File: src/hdl/ast_pkg.sv
// Shared types, codes and defaults for the advection stencil stepper.
// No dependencies; used by every other file under hdl/.
`default_nettype none

package ast_pkg;

    localparam int DEFAULT_MAX_POINTS = 256;
    localparam int SAMPLE_W = 16;

    // command codes
    localparam logic [1:0] FUNC_WRITE = 2'd0;
    localparam logic [1:0] FUNC_STEP  = 2'd1;
    localparam logic [1:0] FUNC_READ  = 2'd2;

    // scheme codes
    localparam logic [2:0] SCH_FTCS     = 3'd1;
    localparam logic [2:0] SCH_LAXF     = 3'd2;
    localparam logic [2:0] SCH_LAXW     = 3'd3;
    localparam logic [2:0] SCH_FTBS     = 3'd4;
    localparam logic [2:0] SCH_FTFS     = 3'd5;
    localparam logic [2:0] SCH_LEAPFROG = 3'd6;

    // register indexes
    localparam logic [1:0] CFG_SCHEME    = 2'd0;
    localparam logic [1:0] CFG_RATIO     = 2'd1;
    localparam logic [1:0] CFG_HALF_SQ   = 2'd2;
    localparam logic [1:0] CFG_INTERVALS = 2'd3;

    // register reset values
    localparam logic [2:0]  RST_SCHEME    = SCH_LAXW;
    localparam logic [15:0] RST_RATIO     = 16'd16384;
    localparam logic [15:0] RST_HALF_SQ   = 16'd2048;
    localparam logic [7:0]  RST_INTERVALS = 8'd80;

    // per-beat control from the sequencer, aligned with memory read data
    typedef struct packed {
        logic valid;    // a read slot returns data this cycle
        logic inject;   // use saved point 1 instead of memory data
        logic compute;  // window is complete after this shift
        logic first;    // data is point 1, save it for the wrap
        logic last;     // final window of the step
    } dp_ctl_t;

    // per-point result of the arithmetic pipe
    typedef struct packed {
        logic wr_valid;
        logic last;
        logic clipped;
    } dp_res_t;

endpackage

`default_nettype wire

File: src/hdl/ast_datapath.sv
// Stencil window and three-stage arithmetic pipe: window shift, operand
// select, multiply, then accumulate/round/clip. Uses ast_pkg types.
`default_nettype none

module ast_datapath (
    input  wire                                   clk,
    input  wire                                   rst_n,
    input  ast_pkg::dp_ctl_t                      ctl,
    input  wire  signed [ast_pkg::SAMPLE_W-1:0]   now_data,
    input  wire  signed [ast_pkg::SAMPLE_W-1:0]   prev_data,
    input  wire  [2:0]                            sel,
    input  wire  [15:0]                           ratio,
    input  wire  [15:0]                           half_sq,
    output ast_pkg::dp_res_t                      res,
    output logic signed [ast_pkg::SAMPLE_W-1:0]   new_sample,
    output logic signed [ast_pkg::SAMPLE_W-1:0]   old_sample
);

    // window: c = left, b = center, a = right, p = previous level at center
    logic signed [15:0] a_reg, b_reg, c_reg, p_reg, first_reg;
    logic               w_valid_reg, w_last_reg;

    logic signed [31:0] base_next, s1_base_reg, s2_base_reg;
    logic signed [17:0] d1_next, s1_d1_reg;
    logic signed [18:0] d2_next, s1_d2_reg;
    logic signed [15:0] s1_b_reg, s2_b_reg;
    logic               s1_valid_reg, s1_last_reg, s2_valid_reg, s2_last_reg;
    logic signed [34:0] prod1_next, s2_prod1_reg;
    logic signed [35:0] prod2_next, s2_prod2_reg;

    logic signed [17:0] diff_ac, diff_bc, diff_ab;
    logic signed [18:0] curv;
    logic signed [37:0] acc;
    logic signed [22:0] q;

    always_ff @(posedge clk)
    begin
        if (ctl.valid)
        begin
            c_reg <= b_reg;
            b_reg <= a_reg;
            a_reg <= ctl.inject ? first_reg : now_data;
            p_reg <= prev_data;
            if (ctl.first)
            begin
                first_reg <= now_data;
            end
        end
    end

    // operand select
    always_comb
    begin
        diff_ac = 18'(a_reg) - 18'(c_reg);
        diff_bc = 18'(b_reg) - 18'(c_reg);
        diff_ab = 18'(a_reg) - 18'(b_reg);
        curv    = 19'(a_reg) + 19'(c_reg) - (19'(b_reg) <<< 1);
        base_next = 32'(b_reg) <<< 15;
        d1_next   = diff_ac;
        d2_next   = '0;
        unique case (sel) inside
            ast_pkg::SCH_FTCS:
            begin
            end
            ast_pkg::SCH_LAXF:
            begin
                base_next = (32'(a_reg) + 32'(c_reg)) <<< 14;
            end
            ast_pkg::SCH_LAXW:
            begin
                d2_next = curv <<< 1;
            end
            ast_pkg::SCH_FTBS:
            begin
                d1_next = diff_bc <<< 1;
            end
            ast_pkg::SCH_FTFS:
            begin
                d1_next = diff_ab <<< 1;
            end
            default:
            begin
                base_next = 32'(p_reg) <<< 15;
                d1_next   = diff_ac <<< 1;
            end
        endcase
    end

    always_ff @(posedge clk)
    begin
        s1_base_reg <= base_next;
        s1_d1_reg   <= d1_next;
        s1_d2_reg   <= d2_next;
        s1_b_reg    <= b_reg;
    end

    assign prod1_next = 35'($signed({1'b0, ratio}) * s1_d1_reg);
    assign prod2_next = 36'($signed({1'b0, half_sq}) * s1_d2_reg);

    always_ff @(posedge clk)
    begin
        s2_base_reg  <= s1_base_reg;
        s2_prod1_reg <= prod1_next;
        s2_prod2_reg <= prod2_next;
        s2_b_reg     <= s1_b_reg;
    end

    always_ff @(posedge clk or negedge rst_n)
    begin
        if (!rst_n)
        begin
            w_valid_reg  <= 1'b0;
            w_last_reg   <= 1'b0;
            s1_valid_reg <= 1'b0;
            s1_last_reg  <= 1'b0;
            s2_valid_reg <= 1'b0;
            s2_last_reg  <= 1'b0;
        end
        else
        begin
            w_valid_reg  <= ctl.valid & ctl.compute;
            w_last_reg   <= ctl.valid & ctl.last;
            s1_valid_reg <= w_valid_reg;
            s1_last_reg  <= w_last_reg;
            s2_valid_reg <= s1_valid_reg;
            s2_last_reg  <= s1_last_reg;
        end
    end

    // round half up, then clip to 16 bits
    always_comb
    begin
        acc = 38'(s2_base_reg) + 38'(s2_prod1_reg) + 38'(s2_prod2_reg) + 38'sd16384;
        q   = acc[37:15];
        res.wr_valid = s2_valid_reg;
        res.last     = s2_last_reg;
        res.clipped  = 1'b0;
        new_sample   = q[15:0];
        if (q > 23'sd32767)
        begin
            new_sample  = 16'sh7fff;
            res.clipped = 1'b1;
        end
        else if (q < -23'sd32768)
        begin
            new_sample  = 16'sh8000;
            res.clipped = 1'b1;
        end
    end

    assign old_sample = s2_b_reg;

endmodule

`default_nettype wire

File: config.mk
export PLATFORM = sky130hd
export DESIGN_NAME = ast_datapath
export DESIGN_NICKNAME = d
export VERILOG_FILES = /design/src/hdl/ast_pkg.sv /design/src/hdl/ast_datapath.sv
export SDC_FILE = /design/constraint.sdc
export NUM_CORES = 2
export LEC_CHECK = 0
export BUFFER_PORTS_ARGS = -buffer_cell sky130_fd_sc_hd__buf_4
export CAP_MARGIN = 15
export CORE_MARGIN = 8
export CORE_UTILIZATION = 45
export CTS_CLUSTER_SIZE = 25
export DETAILED_ROUTE_END_ITERATION = 16
export PLACE_DENSITY = 0.66
export SETUP_SLACK_MARGIN = 0.3
export SYNTH_ARGS = -nofsm -noshare
export SYNTH_HDL_FRONTEND = slang
export SYNTH_SLANG_ARGS = --single-unit
File: constraint.sdc
create_clock -name clk -period 6.5 [get_ports clk]
set_input_delay 1.3 -clock clk [delete_from_list [all_inputs] [get_ports clk]]
set_output_delay 1.3 -clock clk [all_outputs]
set_load 0.005 [all_outputs]
==> flow_summary_export.csv <==
group,metric,value,unit
drt,route.detailed.drc,0,
worst_setup_path,crit_start,"ratio[5]",
worst_setup_path,end_kind,"flop",
clock_tree,cts_hold_buf,0,
yosys,synth_edf_count,80,
grt,first_global_vias,27957,
worst_setup_path,critical_path_class,"input pin to flop",
drt,ant_nets,0,
clock_tree,root_buffer,"clkbuf_16",
grt,grt_max_degree,68,
worst_setup_path,r2r_end,"s2_prod1_reg[34]",
yosys,synth_cell_types,81,
yosys,netlist_top_cells_count,"inv_1 (918), fa_1 (628), nand2_1 (428)",
floorplanning,row_count,104,
yosys,synth.most_common_cell,"inv_1",
yosys,synth-main-ff-cell,"dfxtp_1",
worst_setup_path,crit_fanout,7,
drt,drtPass1Iterations,5,
sta,rsz0062_at_grt,"true",
outcome,outcome,"completed",
floorplanning,io_pins,109,
floorplanning,dieArea,89600,um2
yosys,yosys.area.top_type,"fa_1",
sta,worst_pin_slew,915,ps
drt,vias,26743,
worst_setup_path,reg2reg_setup_slack,150,ps
clock_tree,clk_latency,580,ps
worst_setup_path,crit_required,6950,ps
clock_tree,cts_made_buffers,27,
sta,clock.fmax,154,MHz
yosys,ys_seq_area_frac,0.165,
sta,timing.final.ws_setup,10.1,ps
clock_tree,htree_levels,1,
floorplanning,core,80000,um2
min_path,hold_path_class,"flop to flop",
grt,grt_util_all_layers,0.196,
layout,fin_nets,5243,
yosys,synth_area_leaders,"fa_1 (35%), ha_1 (12%), inv_1 (9.5%)",
clock_tree,cts.clk_slew.worst_paths,60,ps
layout,final_util,0.529,
sta,period_share,0.998,
yosys,syn_nets,4917,
yosys,synth_top_cell_area_share,0.348,
grt,grt_pass1_wl,143000,um
worst_setup_path,crit_end,"s2_prod1_reg[34]",
grt,grt_antenna_before_repair,2,
sta,finalMaxSlewViolations,0,
clock_tree,cts_buffer_depth,3,
layout,layout-drive-gt1-share,0.172,
drt,avgViaCountPerCell,5.06,
sta,finalSetupViolations,0,
sta,finalHoldViolCount,0,
placed_design,port_buffers,108,
drt,post_drt_wl_per_cell,16.6,um
worst_setup_path,reg2reg_depth,24,
layout,largest_reg_flops,35,
yosys,ys_warn_count,0,
yosys,async_reset_ff_frac,0.0233,
sta,relSlewSlack,0.390,
yosys,synth_cells,3878,
clock_tree,cts_sinks,257,
layout,syn_to_final_growth,17.2,%
layout,n_fill_cell,7194,
grt,grt-ovfl-total,0,
clock_tree,cts_tree,"built",
sta,finalCriticalPeriod,6490,ps
drt,wl,87900,um
sta,skew,36.6,ps
worst_setup_path,reg2reg_from,"s1_d1_reg[10]",
yosys,netlist_area,36100,um2
floorplanning,start_util,0.451,
placed_design,place_hpwl,73800,um
run,max_cap_violations,0,
yosys,synth_area_per_cell,9.31,um2
worst_setup_path,cp-start-kind,"input pin",
placed_design,gp_congestion,0.922,
yosys,ys_seq_elements,257,
drt,drtIter0Drc,1486,
worst_setup_path,cp.arrival,6940,ps
floorplanning,die_w,299,um
floorplanning,die_h,299,um
placed_design,place_ws,-770,ps
==> per-layer routing <==
metal	track usage	share of wire	routed length [um]	vias up
met4	0.0576	0.032	2830	4
li1	-	-	-	12587
met1	0.263	0.43	37600	13301
met2	0.329	0.48	42400	693
met5	0	0.0011	96	-
met3	0.0281	0.058	5080	158
==> timing repair <==
item / in CTS / in global routing
pin swaps: 113 / 137
resized for setup: 102 / 143
cloned: 2 / 1
buffers inserted: 27 / 21
setup endpoints to repair: 36 / 45
==> area by class of cell <==
cell class | instances | area, um2 | area share
multi-input combinational | 2575 | 27200 | 0.643
sequential | 257 | 5980 | 0.141
timing repair buffer | 425 | 3460 | 0.0818
inverter | 918 | 3450 | 0.0814
tap | 1060 | 1330 | 0.0313
clock buffer | 37 | 763 | 0.0180
clock inverter | 12 | 110 | 0.00260
antenna | 2 | 5.00 | 0.000118
==> kinds of logic after synthesis <==
kind of cell	share of synthesized area
adders and majority gates	0.465
and+or+nand+nor	0.130
xor gates and xnor gates	0.0351
DFF	0.165
AOI/OAI and AO/OA	0.0858
muxes	0.00897
buffers and inverters	0.110
==> worst min-delay path by stage <==
| stage | from | to | slack (ps) | cells past startpoint |
|---|---|---|---|---|
| floorplan | s1_b_reg[0] | old_sample[0] | 310 | 0 |
| global placement | s1_b_reg[15] | old_sample[15] | 310 | 0 |
| detailed placement | s1_b_reg[6] | old_sample[6] | 310 | 0 |
| CTS | s1_base_reg[17] | s2_base_reg[17] | 330 | 0 |
| global route | s1_b_reg[15] | old_sample[15] | 330 | 0 |
| finish | s1_base_reg[17] | s2_base_reg[17] | 320 | 0 |
==> critical path, stage by stage <==
cell	delay, ps
buf_12	120
buf_6	110
and2_4	130
fa_1	520
inv_1	50
fa_1	480
fa_1	490
inv_1	50
fa_1	470
fa_1	510
inv_2	40
fa_1	510
inv_2	50
ha_4	210
a21o_1	180
a21o_1	180
a21oi_4	150
nand4_1	160
a31oi_1	230
o21bai_1	140
a21o_1	220
a31oi_4	200
o21ai_2	90
xnor2_2	160
buf_4	160
==> cell usage in the layout, fill, tap and decap left out, types with 20 or more instances in the layout <==
master,n
and2_1,226
ha_4,29
nor3_1,35
clkbuf_16,27
dfxtp_1,169
inv_1,886
ha_1,303
fa_2,23
a21o_1,60
nand3_1,24
buf_6,32
nand2b_1,21
nand2_1,412
edfxtp_1,80
a21oi_1,103
o21ai_2,20
inv_2,32
nor2b_1,24
buf_4,377
o21bai_1,20
xnor2_1,99
o21ai_0,63
nor2_1,104
o21a_1,24
fa_1,605
and2_4,21
xor2_1,40
==> metrics by stage <==
step / cells / setup TNS (ps) / hold WS, ps / area, um2
3_3_place_gp: 5184 / -11140 / 311 / 40100
2_1_floorplan: 3878 / -2420 / 310 / 36700
6_report: 5286 / 0 / 324 / 42300
5_1_grt: 5284 / -954 / 330 / 42300
4_1_cts: 5262 / -35.6 / 326 / 41600
3_5_place_dp: 5184 / -11890 / 312 / 40100
Power is left out: the tool's default activity adds up to more than one toggle a clock period on the data nets, which glitch-free logic cannot reach.
